--- src/knn_pkg.sv ---
// ----------------------------------------------------------------------------
// knn_pkg
// shared types and constants of the k-nearest-neighbour selector
// ----------------------------------------------------------------------------
`default_nettype none

package knn_pkg;

  // width of a squared distance and its saturation value
  localparam int unsigned DIST_BITS = 40;
  localparam logic [DIST_BITS-1:0] DIST_MAX = {DIST_BITS{1'b1}};

  // configuration register file
  localparam int unsigned CFG_K_BITS = 6;
  localparam logic [CFG_K_BITS-1:0] K_IN_USE_RESET = 6'd1;
  localparam logic REG_K_IN_USE = 1'b0;

  // sequencer states
  typedef enum logic [1:0] {
    ST_RUN,
    ST_DRAIN,
    ST_EMIT
  } knn_state_e;

  // per-request flags that travel alongside the distance pipeline
  typedef struct packed {
    logic skip;
    logic last_coord;
    logic last_cand;
  } item_flags_t;

  // controls broadcast to every cell of the chain
  typedef struct packed {
    logic insert;
    logic shift;
    logic clear;
  } chain_ctrl_t;

endpackage

`default_nettype wire

--- src/knn_cell.sv ---
// ----------------------------------------------------------------------------
// knn_cell
// one slot of the sorted neighbour chain: compare, insert or shift
// ----------------------------------------------------------------------------
`default_nettype none

module knn_cell #(
  parameter int unsigned LabelBits = 20
) (
  input  wire                              clk_i,
  input  wire                              rst_ni,
  input  knn_pkg::chain_ctrl_t             ctrl_i,
  input  wire  [knn_pkg::DIST_BITS-1:0]    new_dist_i,
  input  wire  [LabelBits-1:0]             new_label_i,
  input  wire  [knn_pkg::DIST_BITS-1:0]    prev_dist_i,
  input  wire  [LabelBits-1:0]             prev_label_i,
  input  wire                              prev_valid_i,
  input  wire                              prev_take_i,
  input  wire  [knn_pkg::DIST_BITS-1:0]    next_dist_i,
  input  wire  [LabelBits-1:0]             next_label_i,
  input  wire                              next_valid_i,
  output logic [knn_pkg::DIST_BITS-1:0]    dist_o,
  output logic [LabelBits-1:0]             label_o,
  output logic                             valid_o,
  output logic                             take_o
);

  logic [knn_pkg::DIST_BITS-1:0] dist_d, dist_q;
  logic [LabelBits-1:0]          label_d, label_q;
  logic                          valid_d, valid_q;

  // this slot or an earlier one receives the new entry
  assign take_o = ctrl_i.insert && (!valid_q || (new_dist_i <= dist_q));

  // slot update: clear, shift towards the head, or insert with push-down
  always_comb begin
    dist_d  = dist_q;
    label_d = label_q;
    valid_d = valid_q;
    if (ctrl_i.clear) begin
      dist_d  = knn_pkg::DIST_MAX;
      label_d = '0;
      valid_d = 1'b0;
    end else if (ctrl_i.shift) begin
      dist_d  = next_dist_i;
      label_d = next_label_i;
      valid_d = next_valid_i;
    end else if (prev_take_i) begin
      dist_d  = prev_dist_i;
      label_d = prev_label_i;
      valid_d = prev_valid_i;
    end else if (take_o) begin
      dist_d  = new_dist_i;
      label_d = new_label_i;
      valid_d = 1'b1;
    end
  end

  always_ff @(posedge clk_i or negedge rst_ni) begin
    if (!rst_ni) begin
      dist_q  <= knn_pkg::DIST_MAX;
      label_q <= '0;
      valid_q <= 1'b0;
    end else begin
      dist_q  <= dist_d;
      label_q <= label_d;
      valid_q <= valid_d;
    end
  end

  assign dist_o  = dist_q;
  assign label_o = label_q;
  assign valid_o = valid_q;

endmodule

`default_nettype wire

--- config.mk ---
export PLATFORM = sky130hd
export DESIGN_NAME = knn_cell
export DESIGN_NICKNAME = d
export VERILOG_FILES = /design/src/knn_pkg.sv /design/src/knn_cell.sv
export SDC_FILE = /design/constraint.sdc
export NUM_CORES = 1
export LEC_CHECK = 0
export ABC_AREA = 1
export BUFFER_PORTS_ARGS = -buffer_cell sky130_fd_sc_hd__buf_4
export CORE_MARGIN = 2
export CORE_UTILIZATION = 40
export DETAILED_ROUTE_END_ITERATION = 12
export GPL_ROUTABILITY_DRIVEN = 1
export GPL_TIMING_DRIVEN = 0
export PLACE_DENSITY = 0.74
export SLEW_MARGIN = 10
export SYNTH_ARGS = -nofsm -noshare
export SYNTH_HDL_FRONTEND = slang
export SYNTH_SLANG_ARGS = --single-unit
export TNS_END_PERCENT = 100
--- constraint.sdc ---
create_clock -name clk_i -period 2.6 [get_ports clk_i]
set_input_delay 0.39 -clock clk_i [delete_from_list [all_inputs] [get_ports clk_i]]
set_output_delay 0.39 -clock clk_i [all_outputs]
set_load 0.02 [all_outputs]
Word-level counts from Yosys, hierarchy flattened
Index checks and enable logic that the tools add are counted.
{"block": "totals", "regBits": 61, "input_bits": 188, "out_inout_bits": 62}
{"block": "classes", "mux": 12, "magnitude_cmp": 1, "reduce_logical": 4}
{"cell": "$mux 40", "count": 4}
{"cell": "$mux 20", "count": 4}
{"cell": "$le 40x40->1", "count": 1}
{"cell": "$mux 1", "count": 4}
{"cell": "$reduce_bool 4->1", "count": 1}
{"cell": "$logic_and 1x1->1", "count": 1}
{"cell": "$logic_not 1->1", "count": 1}
{"cell": "$logic_or 1x1->1", "count": 1}

Logic depth before layout (Yosys ltp)
{"block": "logic_depth", "word_depth": 7, "ltp_mapped": 18}

Worst setup path before layout
No wires, ideal clock.
{"block": "synth_path", "kind": "register to output", "startpoint": "reg dist_q (netlist bit dist_o[35])", "endpoint": "out take_o", "required_time_ns": 2.210, "path_buffers": 1, "slack_ns": 0.215, "path_stages_with_launch": 14, "arrival_time_ns": 1.995, "path_cell_list": "dfstp_2 inv_1 ha_1 nand2_1 nor2_1 nand3_1 nor2_2 nand2_1 o21ai_1 inv_1 nand2_4 nand2_8 buf_2 inv_1"}
{"block": "synth_via", "elab_chain_len": 3}
{"element": "start: declaration", "line": "knn_cell.sv:28", "rtl": "logic [knn_pkg::DIST_BITS-1:0] dist_d, dist_q;"}
{"element": "start signal: assignment", "line": "knn_cell.sv:61", "rtl": "dist_q <= knn_pkg::DIST_MAX;"}
{"element": "start signal: assignment", "line": "knn_cell.sv:65", "rtl": "dist_q <= dist_d;"}
{"element": "$le 40x40->1", "line": "knn_cell.sv:33", "rtl": "assign take_o = ctrl_i.insert && (!valid_q || (new_dist_i <= dist_q));"}
{"element": "$logic_or 1x1->1", "line": "knn_cell.sv:33"}
{"element": "$logic_and 1x1->1", "line": "knn_cell.sv:33"}
{"element": "end: declaration", "line": "knn_cell.sv:25", "rtl": "output logic take_o"}
Every way passes these cells.

Final worst setup path
{"block": "layout_path", "startpoint": "reg dist_q (netlist bit dist_o[34])", "endpoint": "out take_o"}
The elaborated chain is that of the path after synthesis.

==> metrics.md <==
| Metric | Value |
|---|---|
| Seq/Total Area, Yosys | 0.309 |
| VDD IR max | ~0.00027 V |
| Largest family of logic cells by synthesized area | simple AND/OR/NAND/NOR gates |
| Mapped Area | between 5000 and 6000 um^2 |
| Share of cells above drive strength 1 | 0.376 |
| Final worst setup slack | approximately 0.032 ns |
| Die Ht | between 100 and 150 um |
| RSZ-0062 raised after global routing | yes |
| Die width | roughly 120 um |
| Post-synth EDFFs | 0 |
| DRT iter0 DRCs | slightly above 300 |
| Met1 wire length | about 7700 um |
| Core area | around 13000 um^2 |
| CP startpoint kind | flop |
| Die outline area | roughly 14000 um^2 |
| Period utilization | 0.988 |
| Total congestion overflow | 0 |
| Ports | 250 |
| Placement row count | between 40 and 50 |
| DRC viols | 0 |
| Simple-gate area share of the yosys netlist | 0.377 |
| Post-layout min period | between 2 and 3 ns |
| CTS tree | yes |
| Synth Area in XOR/XNOR | 0 |
| Crit path capture type | output pin |
| Multiplexer share of the synthesized area | 0 |
| Vias in the first global route | 5696 |
| Post-synth cell types | 26 |
| #FFs+latches synth | a little over 60 |
| Syn avg cell area | about 6.6 um^2 |
| Mapped Cells | 770 |
| Async S/R FF share, synth | 1.00 |
| Largest net degree at the start of global routing | 62 |
| Number of fill cells in the layout | 1183 |
| Synthesized Nets | 998 |
| First-pass GRT wire length | 28300 um |
| Fmax | between 0.3 and 0.4 GHz |
| Layout area overhead | 56.1% |
| H-tree levels | 3 |
| Clock transition at path regs | ~0.060 ns |
| CTS Sinks | 61 |
| Pwr/cell area | roughly 450 nW/um^2 |
| Worst-Skew Late Latency | approximately 0.34 ns |
| Compound-cell area share of the yosys netlist | 0.0992 |
| Finished Layout Cells | about 1200 |
| Slew @ Worst Pin | between 0.8 and 0.9 ns |
| First drt pass iteration count | 5 |
| Clk root buf | clkbuf_16 |
| CTS Buffer Depth | 2 |
| Int Power | 2.44 mW |
| Yosys warnings | 0 |
| GPL Wtd Cong | 0.855 |
| Max FO, Critical Path | 2 |
| Power share of the clock group | 0.333 |
| Worst Path Arrival | 2.18 ns |
| Hold Path Class | input port to async pin |
| N_diodes | 0 |
| Nets@finish | between 1000 and 1500 |
| Net Sw Frac | 0.328 |
| Crit Path Class | flop to output pin |
| Max-slew violation count | 0 |
| Dpl cells | roughly 1200 |
| Pleak | 4.25 nW |
| Setup violations, final | 0 |
| Logic gate share of total power | 0.350 |
| Relative slew slack | 0.446 |
| MaxCap Viol Count | 0 |
| WP data required | between 2 and 2.5 ns |
| CTS buffer count | 9 |
| Port Buffers | between 200 and 250 |
| Top sig layer | met4 |
| Met3 WL | between 1000 and 1500 um |
| Run status | finished clean |
| Wire length per cell | about 15 um |
| Initial Util | 0.407 |
| Via count | approximately 6000 |
| Post-placement setup slack | -0.152 ns |
| Number of nets with antenna violations after routing | 0 |
| Top FF cell, synth | dfstp_2 |
| Fin. Hold Viols | 0 |
| WL final | around 19000 um |
| Post-Synth Adder-Cell Area | 0.0979 |
| Dpl hpwl | between 10000 and 15000 um |
| Sequential share of power | 0.317 |
| Initial antenna violation count | 0 |
| Met2 routed WL | roughly 9400 um |
| R2R depth | 16 |
| Sw Pwr | between 1 and 1.5 mW |
| Clk_skew | ~0.010 ns |
| Vias per inst | just under 5 |
| Total GRT Usage | 0.270 |
cell usage in the layout (no fill, tap or decap), drive strengths merged, types with 20 or more instances in the layout:
cell type / instances
buf: 277
nand2: 256
inv: 98
nand3: 86
nor2: 58
clkbuf: 48
o21ai: 44
dfstp: 40
ha: 40
nand3b: 33
dfrtp: 21
a21oi: 21
o31ai: 20
state kept, by name (all words and copies together) (netlist names):
signal and flops:
dist_o 40, label_o 20, valid_o 1
cell type report:
class | instances | area, um^2 | share of cell area
inverters | 99 | 374 | 0.0469
well taps | 172 | 215 | 0.0270
repair buffers | 269 | 2030 | 0.254
plain buffers | 45 | 235 | 0.0295
multi-input cells | 564 | 3260 | 0.408
clock buffers | 11 | 243 | 0.0304
clock inverters | 5 | 50.0 | 0.00627
flip-flops and latches | 61 | 1580 | 0.198
cell usage after synthesis, types with 2 or more instances:
cell,number,share of area
a21o_1,2,0.0029
a21oi_1,21,0.021
buf_2,8,0.0078
buf_6,6,0.013
clkbuf_1,32,0.024
dfrtp_1,21,0.10
dfstp_2,40,0.21
ha_1,40,0.098
inv_1,98,0.072
nand2_1,252,0.19
nand2_8,2,0.0078
nand3_1,86,0.084
nand3b_1,33,0.048
nor2_1,54,0.040
nor2_2,3,0.0037
o21ai_0,43,0.042
o31ai_1,20,0.029
critical path, stage by stage (launching register included):
cell and delay [ns]:
dfstp_2 0.53, inv_1 0.06, ha_4 0.26, nand2_2 0.07, nor2_4 0.12, nand3_2 0.10
nor2_4 0.11, nand2_2 0.07, nor2_1 0.11, nor2_1 0.06, nand2_2 0.07, nand2_4 0.06
nand2_8 0.08, inv_4 0.03, buf_6 0.12
final timing paths:
kind	startpoint	endpoint	slack, ns
max in group asynchronous	rst_ni	label_o[5]$_DFFE_PN0P_	1.90
max reg2reg	dist_o[34]$_DFFE_PN1P_	label_o[15]$_DFFE_PN0P_	0.11
max	dist_o[34]$_DFFE_PN1P_	take_o	0.03
min in group clk_i	next_dist_i[7]	dist_o[7]$_DFFE_PN1P_	0.37
min	rst_ni	label_o[13]$_DFFE_PN0P_	0.17
min reg2reg	dist_o[4]$_DFFE_PN1P_	dist_o[4]$_DFFE_PN1P_	0.49
cell families (layout without fill, tap and decap cells):
family,after synthesis,count (layout)
adders and majority gates,40,40
buffers and inverters,145,429
and+or+nand+nor,435,435
AOI/OAI and AO/OA,89,89
DFF,61,61
power by group through the flow:
stage	clock network (mW)	logic (mW)	registers, mW
finish	1.21	1.27	1.15
global route	1.26	1.40	1.16
CTS	1.23	1.20	1.15
detailed placement	0	1.10	1.17
global placement	0	1.09	1.16
floorplan	0	0.457	1.27
metal layers:
metal,global-route usage,vias up
li1,-,3019
met1,0.324,2746
met2,0.479,208
met3,0.0613,28
met4,0.0918,0
met5,0,-
metrics by stage:
stage	power [mW]	util	hold slack, ns	setup TNS, ns	cell area [um^2]
finish	3.63	0.635	0.174	0	7980
global route	3.82	0.635	0.218	-2.24	7980
CTS	3.58	0.619	0.183	-0.0340	7780
detailed placement	2.27	0.572	0.485	-0.152	7190
global placement	2.25	0.572	0.481	-0.115	7190
floorplan	1.73	-	0.0944	0	5110
what timing repair did:
action                     4_1_cts  5_1_grt
hold buffers                     0        0
setup buffers                   17        4
resized for setup               33       35
pin swaps                       20       20
setup endpoints to repair        1       61
gates cloned                     0        0
Note: power is estimated with default switching activity, not from simulation.
