$ cat src/knn_pkg.sv
// ----------------------------------------------------------------------------
// knn_pkg
// shared types and constants of the k-nearest-neighbour selector
// ----------------------------------------------------------------------------
`default_nettype none

package knn_pkg;

  // width of a squared distance and its saturation value
  localparam int unsigned DIST_BITS = 40;
  localparam logic [DIST_BITS-1:0] DIST_MAX = {DIST_BITS{1'b1}};

  // configuration register file
  localparam int unsigned CFG_K_BITS = 6;
  localparam logic [CFG_K_BITS-1:0] K_IN_USE_RESET = 6'd1;
  localparam logic REG_K_IN_USE = 1'b0;

  // sequencer states
  typedef enum logic [1:0] {
    ST_RUN,
    ST_DRAIN,
    ST_EMIT
  } knn_state_e;

  // per-request flags that travel alongside the distance pipeline
  typedef struct packed {
    logic skip;
    logic last_coord;
    logic last_cand;
  } item_flags_t;

  // controls broadcast to every cell of the chain
  typedef struct packed {
    logic insert;
    logic shift;
    logic clear;
  } chain_ctrl_t;

endpackage

`default_nettype wire

$ cat src/knn_dist_acc.sv
// ----------------------------------------------------------------------------
// knn_dist_acc
// two-stage squared difference and saturating distance accumulator
// ----------------------------------------------------------------------------
`default_nettype none

module knn_dist_acc #(
  parameter int unsigned CoordBits = 16,
  parameter int unsigned LabelBits = 20
) (
  input  wire                              clk_i,
  input  wire                              rst_ni,
  input  wire                              valid_i,
  input  wire  signed [CoordBits-1:0]      query_coord_i,
  input  wire  signed [CoordBits-1:0]      cand_coord_i,
  input  wire         [LabelBits-1:0]      label_i,
  input  knn_pkg::item_flags_t             flags_i,
  output logic                             valid_o,
  output logic [knn_pkg::DIST_BITS-1:0]    dist_o,
  output logic [LabelBits-1:0]             label_o,
  output knn_pkg::item_flags_t             flags_o
);

  localparam int unsigned SqBits  = 2 * (CoordBits + 1);
  localparam int unsigned SumBits =
    ((SqBits > knn_pkg::DIST_BITS) ? SqBits : knn_pkg::DIST_BITS) + 1;

  logic [CoordBits:0]              diff;
  logic [CoordBits:0]              absd;
  logic [SqBits-1:0]               sq_d;
  logic                            s1_valid_q;
  logic [SqBits-1:0]               s1_sq_q;
  logic [LabelBits-1:0]            s1_label_q;
  knn_pkg::item_flags_t            s1_flags_q;
  logic [SumBits-1:0]              sum;
  logic [knn_pkg::DIST_BITS-1:0]   sum_sat;
  logic [knn_pkg::DIST_BITS-1:0]   acc_d, acc_q;
  logic                            s2_valid_q;
  logic [knn_pkg::DIST_BITS-1:0]   s2_dist_q;
  logic [LabelBits-1:0]            s2_label_q;
  knn_pkg::item_flags_t            s2_flags_q;

  // exact difference, magnitude and square
  assign diff = {query_coord_i[CoordBits-1], query_coord_i}
              - {cand_coord_i[CoordBits-1], cand_coord_i};
  assign absd = diff[CoordBits] ? (~diff + 1'b1) : diff;
  assign sq_d = SqBits'(absd) * SqBits'(absd);

  // stage one: registered square
  always_ff @(posedge clk_i or negedge rst_ni) begin
    if (!rst_ni) begin
      s1_valid_q <= 1'b0;
    end else begin
      s1_valid_q <= valid_i;
    end
  end

  always_ff @(posedge clk_i) begin
    if (valid_i) begin
      s1_sq_q    <= sq_d;
      s1_label_q <= label_i;
      s1_flags_q <= flags_i;
    end
  end

  // saturating sum
  assign sum     = SumBits'(acc_q) + SumBits'(s1_sq_q);
  assign sum_sat = (|sum[SumBits-1:knn_pkg::DIST_BITS]) ? knn_pkg::DIST_MAX
                                                        : sum[knn_pkg::DIST_BITS-1:0];

  // accumulator restarts after a finished candidate or the end of a query
  always_comb begin
    acc_d = acc_q;
    if (s1_valid_q) begin
      if (s1_flags_q.last_coord || s1_flags_q.last_cand) begin
        acc_d = '0;
      end else begin
        acc_d = sum_sat;
      end
    end
  end

  // stage two: accumulator and finished distance
  always_ff @(posedge clk_i or negedge rst_ni) begin
    if (!rst_ni) begin
      acc_q      <= '0;
      s2_valid_q <= 1'b0;
    end else begin
      acc_q      <= acc_d;
      s2_valid_q <= s1_valid_q;
    end
  end

  always_ff @(posedge clk_i) begin
    if (s1_valid_q) begin
      s2_dist_q  <= sum_sat;
      s2_label_q <= s1_label_q;
      s2_flags_q <= s1_flags_q;
    end
  end

  assign valid_o = s2_valid_q;
  assign dist_o  = s2_dist_q;
  assign label_o = s2_label_q;
  assign flags_o = s2_flags_q;

endmodule

`default_nettype wire

$ cat config.mk
export PLATFORM = sky130hd
export DESIGN_NAME = knn_dist_acc
export DESIGN_NICKNAME = d
export VERILOG_FILES = /design/src/knn_pkg.sv /design/src/knn_dist_acc.sv
export SDC_FILE = /design/constraint.sdc
export NUM_CORES = 1
export LEC_CHECK = 0
export BUFFER_PORTS_ARGS = -buffer_cell sky130_fd_sc_hd__buf_4
export CORE_ASPECT_RATIO = 1.5
export CORE_MARGIN = 3
export CORE_UTILIZATION = 30
export DETAILED_ROUTE_END_ITERATION = 10
export SLEW_MARGIN = 20
export SYNTH_ARGS = -nofsm -noshare
export SYNTH_HDL_FRONTEND = slang
export SYNTH_SLANG_ARGS = --single-unit
export TNS_END_PERCENT = 20
$ cat constraint.sdc
create_clock -name clk_i -period 4.6 [get_ports clk_i]
set_input_delay 0.46 -clock clk_i [delete_from_list [all_inputs] [get_ports clk_i]]
set_output_delay 0.46 -clock clk_i [all_outputs]
set_load 0.05 [all_outputs]
# Word-level counts from Yosys, hierarchy flattened
# Cells that the tools add are included.
# word_totals
register_bits,162
in_bits,58
wordCells,22
# op_classes
addsub,3
n_mul,1
n_mux,3
bitwise_logic,1
n_reduce_logical,1
# ops
cell,n
40-bit two-way mux,2
40-bit by 34-bit adder with 41-bit output,1
17-bit by 17-bit multiplier with 34-bit output,1
"17-bit by 1-bit adder with 17-bit output, second input constant",1
17-bit two-way mux,1
17-bit NOT,1
16-bit by 16-bit subtractor with 17-bit output,1
1-bit logical OR,1

# Depth between registers and ports, before layout
# Gate-level depths: netlist of the first run.
# logic_depth
ltp_word,5
mapped_depth,37
mapped_depth_nobuf,36

# Worst setup path after synthesis of the first run
# OpenSTA, ideal clock, no wires.
# synth_path
path_type,input -> register
startpoint,input port query_coord_i[0]
endpoint,"register s1_sq_q[32], data pin"
setup_time_ns,0.258
t_arrival_ns,8.461
required_ns,4.342
path_slack_ns,-4.118
stages,35
path_buffers,1
cell_sequence,inv_1 > ha_1 > fa_1 > nand2b_1 > a211oi_1 > nor2_1 > xor2_1 > nand4_1 > nor3_4 > or3_1 > and2_1 > inv_2 > buf_2 > nand2_1 > inv_1 > fa_1 > inv_1 > fa_1 > fa_1 > inv_1 > fa_1 > fa_1 > inv_1 > fa_1 > inv_1 > ha_1 > a21oi_1 > nand3_1 > a2111oi_0 > o21a_1 > o31ai_1 > nor3_1 > o21bai_1 > a21oi_1 > xnor2_1
# synth_between
elab_chain_len,5
# synth_rtl
item,line_no,text
from (decl),knn_dist_acc.sv:14,"input wire signed [CoordBits-1:0] query_coord_i,"
16-bit by 16-bit subtractor with 17-bit output *,knn_dist_acc.sv:45,"- {cand_coord_i[CoordBits-1], cand_coord_i};"
17-bit NOT,knn_dist_acc.sv:46,assign absd = diff[CoordBits] ? (~diff + 1'b1) : diff;
17-bit by 1-bit adder with 17-bit output,knn_dist_acc.sv:46,
17-bit two-way mux *,knn_dist_acc.sv:46,
17-bit by 17-bit multiplier with 34-bit output *,knn_dist_acc.sv:47,assign sq_d = SqBits'(absd) * SqBits'(absd);
named net sq_d[32],knn_dist_acc.sv:30,logic [SqBits-1:0] sq_d;
to (signal assigned),knn_dist_acc.sv:60,s1_sq_q <= sq_d;
to (decl),knn_dist_acc.sv:32,logic [SqBits-1:0] s1_sq_q;
# The timed path passes the listed nets; every way through them passes the cells marked *.
# A chain may end at the register's enable or synchronous reset.

# Final worst setup path of the first run
# Ends and elaborated chain as after synthesis.

==> results of run 1 <==
-- repair_timing --
action,4_1_cts,5_1_grt
pin swaps,82,45
endpoints found under the setup margin,29,29
gates resized for setup,79,44
setup buffers,19,12
-- kinds of logic after synthesis --
kind of cell | after synthesis
AND/OR/NAND/NOR | 379
buffers and inverters | 369
adder cells (fa/ha/maj) | 347
AO/OA/AOI/OAI | 298
flip-flops | 161
XOR/XNOR | 96
other | 2
multiplexers | 2
-- final timing paths --
path	endpoint	slack, ns
min reg2reg	label_o[14]$_DFFE_PP_	0.42
min	valid_o$_DFF_PN0_	0.01
max reg2reg	acc_q[38]$_DFFE_PN0P_	0.81
max in group asynchronous	s1_valid_q$_DFF_PN0_	4.11
max	s1_sq_q[32]$_DFFE_PP_	-3.18
min in group clk_i	s1_label_q[10]$_DFFE_PP_	0.21
-- worst register-to-register path: stages (launching register included) --
cell       delay (ns)
edfxtp_1         0.42
ha_1             0.39
o21a_1           0.20
a211oi_1         0.11
nor4_1           0.28
nor2_1           0.09
buf_4            0.16
a311o_1          0.31
a21oi_1          0.23
o211ai_1         0.23
a21oi_4          0.81
nand2_1          0.28
o2111ai_1        0.19
-- sequential cells by signal (all words and copies together), names as in the netlist --
signal	cells
acc_q	40
dist_o	40
s1_sq_q	33
label_o	20
s1_label_q	20
flags_o	3
s1_flags_q	3
s1_valid_q	1
valid_o	1
-- per-stage QoR --
stage	instance area, um^2	setup WS, ns	instances	hold WS (ns)	setup TNS, ns
floorplan	17000	-3.32	1664	0.164	-73.02
global placement	20700	-3.69	2715	0.400	-84.01
detailed placement	20700	-3.93	2715	0.405	-88.60
CTS	21800	-3.19	2766	0.0274	-68.85
global route	22100	-3.60	2775	0.0441	-77.54
finish	22100	-3.18	2775	0.0123	-68.26
-- layout make-up --
| cell class | instances | area (um^2) |
|---|---|---|
| clock inverters | 15 | 163 |
| flip-flops and latches | 161 | 4630 |
| inverters | 327 | 1250 |
| well taps | 689 | 862 |
| fillers | 5250 | 32100 |
| clock buffers | 17 | 425 |
| repair buffers | 432 | 3350 |
| multi-input cells | 1134 | 11400 |
-- cells in the final DEF, fill, tap and decap left out, types with 6 or more instances in the layout --
cell       instances
nand4_1           16
xor2_1            26
o2bb2ai_1          8
a21oi_1           57
conb_1            12
o21bai_1          18
and3_1             9
buf_6             13
nand3_1           12
nand2_1          107
o21ai_1           10
dfrtp_1           41
fa_2               6
o21ai_0           28
inv_8              8
nor2_2            12
or3_1              7
inv_2             22
a31oi_1           14
a22o_1            27
o211ai_1           6
o21a_1            10
a21oi_2           18
edfxtp_1         119
nor2b_1           10
nand2_2            6
inv_1            296
nand2b_1          28
xnor2_2            9
fa_1             186
buf_4            414
nor3_1            13
ha_4              21
clkbuf_16         17
xnor2_1           53
or2_1             10
and2_1             6
a21o_1            42
ha_1             132
nor2_1           104
-- layer usage --
metal | up-vias | track usage (%) | share of wire (%)
li1 | 6291 | - | -
met1 | 6183 | 16.1 | 40
met2 | 230 | 27.8 | 54
met3 | 69 | 1.20 | 2.3
met4 | 0 | 4.65 | 2.9
met5 | - | 0 | 0
==> flow_metrics.env, run 1 <==
export IMPL_yosys_warnings=0
export IMPL_hold_path_class="input pin to asynchronous set/reset pin"
export IMPL_setup_worst_path_class="input pin to flip-flop"
export IMPL_rows=104
export IMPL_synth_top_family_by_area="adder cells"
export IMPL_ys_types=80
export IMPL_timing_critical_path_buf_inv=6
export IMPL_setup_viol=29
export IMPL_yosysSeqAreaShare_pct=27.9
export IMPL_grt_max_degree=72
export IMPL_io_buffers=121
export IMPL_clock_skew_ns=0.0116
export IMPL_dr_pass1_iters=4
export IMPL_max_slew_margin_pct=36.0
export IMPL_wl_um=40600
export IMPL_initial_utilization_pct=30.6
export IMPL_ys_top_cells_by_area="fa_1 23%, edfxtp_1 22%, ha_1 12%"
export IMPL_synth_avg_cell_area_um2=10.0
export IMPL_synthXorXnorAreaFrac_pct=5.34
export IMPL_place_gp_congestion=0.870
export IMPL_cts_buffers=17
export IMPL_synth_common_cells="317 x inv_1, 192 x fa_1, 155 x ha_1"
export IMPL_drv_slew=0
export IMPL_synthCells=1654
export IMPL_detail_route_antenna_nets=0
export IMPL_clock_latency_ns=0.43
export IMPL_crit_arrival_ns=7.96
export IMPL_nets=2478
export IMPL_synth_edf_count=119
export IMPL_wl_per_cell_um=14.6
export IMPL_clk_pin_slew_ns=0.07
export IMPL_status="finished, violations left"
export IMPL_yosys_area_share_adder_pct=34.9
export IMPL_dr_first_iter_drc_count=389
export IMPL_critical_path_top_delay_family="adder cells"
export IMPL_synth_main_ff_cell="edfxtp_1"
export IMPL_antenna_found_initial=0
export IMPL_cts_max_level=4
export IMPL_dp_hpwl_um=34000
export IMPL_violations="setup timing"
export IMPL_die_y_um=294
export IMPL_yosys_area_share_simple_pct=10.8
export IMPL_ys_ff_latch=161
export IMPL_grt_pass1_wl_um=67600
export IMPL_synth_top_area_share_pct=23.2
export IMPL_cp_start_kind="input pin"
export IMPL_crit_cells=37
export IMPL_syn2layout_area_growth_pct=33.1
export IMPL_grt_setup_unrepaired="yes"
export IMPL_vias=12800
export IMPL_drive_gt1_share_pct=30.3
export IMPL_die_width_um=198
export IMPL_synthArstFlopShare_pct=26.1
export IMPL_fin_crit_ns=7.78
export IMPL_reg2reg_depth=12
export IMPL_worst_slew_pin_slew_ns=0.958
export IMPL_grt_usage_pct=14.2
export IMPL_crit_start="query_coord_i[0]"
export IMPL_drc=0
export IMPL_cp_slowest_cell="fa_2"
export IMPL_drv_cap=0
export IMPL_dieArea_um2=58200
export IMPL_synth_compound_area_share_pct=12.5
export IMPL_worst_slack_ns=-3.18
export IMPL_hold_viol_final=0
export IMPL_cts_root_buf="clkbuf_16"
export IMPL_cts_sinks=161
export IMPL_antenna_cells=0
export IMPL_synthMuxAreaShare_pct=0.128
export IMPL_r2r_start="s1_sq_q[3]$_DFFE_PP_"
export IMPL_synth_area_leader_cell="fa_1"
export IMPL_holdBufCountCts=0
export IMPL_final_core_util_pct=40.8
export IMPL_core_um2=54100
export IMPL_critPathMaxFanout=4
export IMPL_grt_pass1_vias=13800
export IMPL_cp_required_ns=4.78
export IMPL_fmax_ghz=0.128
export IMPL_cts_buffer_depth=2
export IMPL_overflow=0
export IMPL_cpPeakStageDelay_ns=0.69
export IMPL_ios=122
export IMPL_cts_tree="built"
export IMPL_period_share_pct=169
export IMPL_yosysMostFrequentCell="inv_1"
export IMPL_viasPerCell=4.60
export IMPL_cp_end_kind="flip-flop"
export IMPL_netlist_area_um2=16600
Power of run 1 is left out: the tool's default activity adds up to more than one toggle a clock period on the data nets, which glitch-free logic cannot reach.
==> run 2: changes to the inputs <==
Settings changed: CORE_ASPECT_RATIO 1.5 to 1.2.
==> run 2 against run 1 <==
The flow still finishes with violations (setup timing). Wire length shrank 1.2%. Die area is essentially flat. Flip-flop and latch count is the same. Cell count grew 1.7%. Critical path type unchanged. Highest routed layer unchanged.
==> flow_metrics.env, run 2 (same netlist as run 1, synthesis figures left out) <==
export IMPL_placed_cells=2734
export IMPL_cts_root_buf="clkbuf_16"
export IMPL_grt_met1_usage_pct=17.0
export IMPL_cpPeakStageDelay_ns=0.54
export IMPL_fin_cells=2822
export IMPL_wl_per_cell_um=14.2
export IMPL_cts_buffer_depth=2
export IMPL_worst_slew_pin_slew_ns=0.900
export IMPL_wl_um=40100
export IMPL_hold_viol_final=0
export IMPL_crit_arrival_ns=7.88
export IMPL_vias=12800
export IMPL_final_common_cell="buf_4"
export IMPL_holdWs_ns=0.0210
export IMPL_antenna_found_initial=0
export IMPL_grtUsageMet2_pct=25.4
export IMPL_cts_sinks=161
export IMPL_io_buffers=121
export IMPL_antenna_cells=0
export IMPL_cp_start_kind="input pin"
export IMPL_dieArea_um2=58100
export IMPL_violations="setup timing"
export IMPL_cts_buffers=17
export IMPL_r2r_start="s1_sq_q[0]$_DFFE_PP_"
export IMPL_worst_slack_ns=-3.08
export IMPL_cp_slowest_cell="fa_1"
export IMPL_crit_start="query_coord_i[0]"
export IMPL_critPathMaxFanout=5
export IMPL_syn2layout_area_growth_pct=35.4
export IMPL_fin_crit_ns=7.68
export IMPL_crit_top_cell="fa_1"
export IMPL_hold_path_class="input pin to asynchronous set/reset pin"
export IMPL_setup_viol=29
export IMPL_grt_max_degree=72
export IMPL_grt_pass1_wl_um=66000
export IMPL_nets=2502
export IMPL_grt_usage_pct=13.8
export IMPL_dr_first_iter_drc_count=482
export IMPL_final_cell_mix="425 x buf_4, 292 x inv_1, 179 x fa_1"
export IMPL_die_width_um=221
export IMPL_grt_setup_unrepaired="yes"
export IMPL_cp_end_kind="flip-flop"
export IMPL_clock_skew_ns=0.0122
export IMPL_dr_pass1_iters=5
export IMPL_holdBufCountCts=0
export IMPL_fmax_ghz=0.130
export IMPL_multi_input_area_um2=11500
export IMPL_use_met3_pct=1.41
export IMPL_pre_cts_ws_ns=-3.79
export IMPL_clock_latency_ns=0.44
export IMPL_drv_slew=0
export IMPL_dp_hpwl_um=32600
export IMPL_rows=93
export IMPL_grt_pass1_vias=13600
export IMPL_clk_pin_slew_ns=0.07
export IMPL_drc=0
export IMPL_initial_utilization_pct=30.6
export IMPL_drive_gt1_share_pct=32.2
export IMPL_detail_route_antenna_nets=0
export IMPL_ios=122
export IMPL_drv_cap=0
export IMPL_cp_required_ns=4.80
export IMPL_die_y_um=264
export IMPL_viasPerCell=4.52
export IMPL_cts_max_level=4
export IMPL_overflow=0
export IMPL_fill_cells=5166
export IMPL_place_gp_congestion=0.886
export IMPL_top_usage_layer="met2"
export IMPL_core_um2=54200
export IMPL_period_share_pct=167
export IMPL_status="finished, violations left"
export IMPL_reg2reg_slack_ns=0.84
export IMPL_max_slew_margin_pct=39.9
export IMPL_setup_worst_path_class="input pin to flip-flop"
export IMPL_cts_tree="built"
export IMPL_register_area_um2=4630
[run 2: critical path: cells and delay by family]
family / cells / cell delay, ns
mux: 1 / 0.31
xor+xnor: 2 / 0.22
fa+ha+maj: 9 / 3.65
compound gates: 10 / 1.79
buf+inv: 10 / 0.80
simple gates: 4 / 0.61
[run 2: stage by stage]
step                      setup TNS, ns  area [um^2]  utilization (%)
after floorplan                  -73.02        17000                -
after global placement           -83.14        20700             38.2
after detailed placement         -86.98        20700             38.2
after CTS                        -66.83        22100             40.8
after global routing             -77.32        22500             41.4
final                            -69.02        22500             41.4
[run 2: timing repair]
item,CTS,global route
buffers inserted,37,17
resized for setup,121,50
setup endpoints to repair,29,29
pin swaps,77,27
cloned,2,0
[run 2: final timing paths]
check | end | cells past startpoint
max | s1_sq_q[27]$_DFFE_PP_ | 36
min | valid_o$_DFF_PN0_ | 1
max reg2reg | acc_q[38]$_DFFE_PN0P_ | 13
min reg2reg | label_o[0]$_DFFE_PP_ | 0
max in group asynchronous | s1_valid_q$_DFF_PN0_ | 1
min in group clk_i | s1_flags_q[1]$_DFFE_PP_ | 1
[run 2: cell type report]
type                    instances  area share (%)
multi-input cells            1135            51.4
flip-flops and latches        161            20.6
repair buffers                455            15.8
inverters                     327            5.56
well taps                     712            3.97
clock buffers                  17            1.89
clock inverters                15           0.747
[run 2: per-layer routing]
metal	wire length [um]	share of wire [%]
met2	20800	52
met3	1360	3.4
met1	17200	43
met5	0	0
met4	698	1.7
Power of run 2 is left out for the same reason.
==> run 3: changes to the inputs <==
Settings changed: CORE_UTILIZATION 30 to 63, PLACE_DENSITY from default to 0.83.
==> run 3 against run 2 <==
The run still ends with setup timing left. Count of clock-buffer cells in the layout did not move. First-iteration DRC count rose to 2.7 times the previous value. Register-to-register slack worse by 0.30 ns. Clock skew barely moved. Cell count down 14%. Sequential share of layout area is 0.55 points higher. Utilization rose by 44 points. Wire length increased by 26%. Flip-flop and latch count did not move. Critical endpoint is now s1_sq_q[33]$_DFFE_PP_.
==> flow_metrics.env, run 3 (same netlist as run 1, synthesis figures left out) <==
export IMPL_wl_um=50700
export IMPL_io_buffers=121
export IMPL_cp_start_kind="input pin"
export IMPL_setup_worst_path_class="input pin to flip-flop"
export IMPL_drc=0
export IMPL_setup_viol=29
export IMPL_clock_latency_ns=0.44
export IMPL_vias=14800
export IMPL_cpPeakStageDelay_ns=0.62
export IMPL_max_slew_margin_pct=41.5
export IMPL_r2r_start="s1_sq_q[3]$_DFFE_PP_"
export IMPL_tns_ns=-75.35
export IMPL_fin_crit_ns=8.08
export IMPL_rows=64
export IMPL_violations="setup timing"
export IMPL_place_gp_congestion=0.935
export IMPL_multi_input_area_um2=11400
export IMPL_wl_per_cell_um=20.8
export IMPL_viasPerCell=6.05
export IMPL_status="finished, violations left"
export IMPL_cts_root_buf="clkbuf_16"
export IMPL_critical_path_top_delay_family="adder cells"
export IMPL_cp_required_ns=4.79
export IMPL_period_share_pct=176
export IMPL_cts_buffer_depth=2
export IMPL_grt_pass1_vias=15500
export IMPL_dr_first_iter_drc_count=1287
export IMPL_cts_sinks=161
export IMPL_overflow=0
export IMPL_hold_path_class="input pin to asynchronous set/reset pin"
export IMPL_clk_pin_slew_ns=0.07
export IMPL_core_um2=25700
export IMPL_detail_route_antenna_nets=0
export IMPL_grt_setup_unrepaired="yes"
export IMPL_die_y_um=184
export IMPL_drv_cap=0
export IMPL_reg2reg_depth=13
export IMPL_worst_slew_pin_slew_ns=0.878
export IMPL_clock_skew_ns=0.0124
export IMPL_final_common_cell="buf_4"
export IMPL_crit_start="query_coord_i[0]"
export IMPL_fmax_ghz=0.124
export IMPL_grt_usage_pct=34.2
export IMPL_cts_max_level=4
export IMPL_hold_viol_final=0
export IMPL_initial_utilization_pct=64.5
export IMPL_ios=122
export IMPL_critPathCapture="s1_sq_q[33]$_DFFE_PP_"
export IMPL_dp_hpwl_um=33200
export IMPL_syn2layout_area_growth_pct=31.8
export IMPL_fill_cells=1143
export IMPL_grt_max_degree=72
export IMPL_crit_cells=37
export IMPL_cp_slowest_cell="fa_1"
export IMPL_crit_arrival_ns=8.27
export IMPL_final_cell_mix="433 x buf_4, 291 x inv_1, 182 x fa_1"
export IMPL_worst_slack_ns=-3.48
export IMPL_grt_pass1_wl_um=77500
export IMPL_critPathMaxFanout=6
export IMPL_crit_top_cell="fa_1"
export IMPL_cts_buffers=17
export IMPL_antenna_cells=0
export IMPL_final_core_util_pct=85.1
export IMPL_cts_tree="built"
export IMPL_timing_critical_path_buf_inv=9
export IMPL_reg2reg_slack_ns=0.54
export IMPL_cp_end_kind="flip-flop"
export IMPL_nets=2501
export IMPL_drive_gt1_share_pct=31.8
export IMPL_dieArea_um2=28300
export IMPL_drv_slew=0
export IMPL_r2r_end="acc_q[12]$_DFFE_PN0P_"
export IMPL_die_width_um=154
export IMPL_antenna_found_initial=0
export IMPL_register_area_um2=4630
export IMPL_dr_pass1_iters=7
[run 3: metrics by stage]
| stage | hold slack [ns] | setup WS, ns | instance area [um^2] | instances |
|---|---|---|---|---|
| 2_1_floorplan | 0.164 | -3.32 | 17000 | 1664 |
| 3_3_place_gp | 0.401 | -3.55 | 20200 | 2349 |
| 3_5_place_dp | 0.405 | -3.88 | 20200 | 2349 |
| 4_1_cts | 0.0214 | -3.03 | 21600 | 2425 |
| 5_1_grt | 0.0426 | -3.78 | 21900 | 2439 |
| 6_report | 0.0124 | -3.48 | 21900 | 2439 |
[run 3: timing repair]
item,CTS,global route
buffers inserted,43,14
endpoints found under the setup margin,29,29
hold buffers,0,0
gates resized for setup,107,46
pin swaps,76,19
cloned,1,0
[run 3: how the worst min path moves through the flow]
stage / to / cells past startpoint / slack [ns] / start
after global routing: acc_q[1]$_DFFE_PN0P_ / 1 / 0.04 / rst_ni
after detailed placement: label_o[19]$_DFFE_PP_ / 0 / 0.40 / s1_label_q[19]$_DFFE_PP_
after global placement: label_o[7]$_DFFE_PP_ / 0 / 0.40 / s1_label_q[7]$_DFFE_PP_
final: acc_q[5]$_DFFE_PN0P_ / 1 / 0.01 / rst_ni
after floorplan: acc_q[0]$_DFFE_PN0P_ / 0 / 0.16 / rst_ni
after CTS: acc_q[1]$_DFFE_PN0P_ / 1 / 0.02 / rst_ni
[run 3: area by class of cell]
class / instances / share of cell area [%]
flip-flops and latches: 161 / 21.2
clock buffers: 17 / 1.95
repair buffers: 455 / 16.2
multi-input cells: 1134 / 52.4
clock inverters: 15 / 0.744
well taps: 330 / 1.89
inverters: 327 / 5.73
[run 3: per-layer routing]
layer  GRT usage, %  share of wire [%]  vias to the layer above  wire [um]
met4           20.5                8.2                        0       4180
li1               -                  -                     6332          -
met5              0                  0                        -          0
met1           36.7                 33                     7067      16800
met2           63.0                 51                      995      25700
met3           5.63                8.0                      370       4030
Power of run 3 is left out for the same reason.
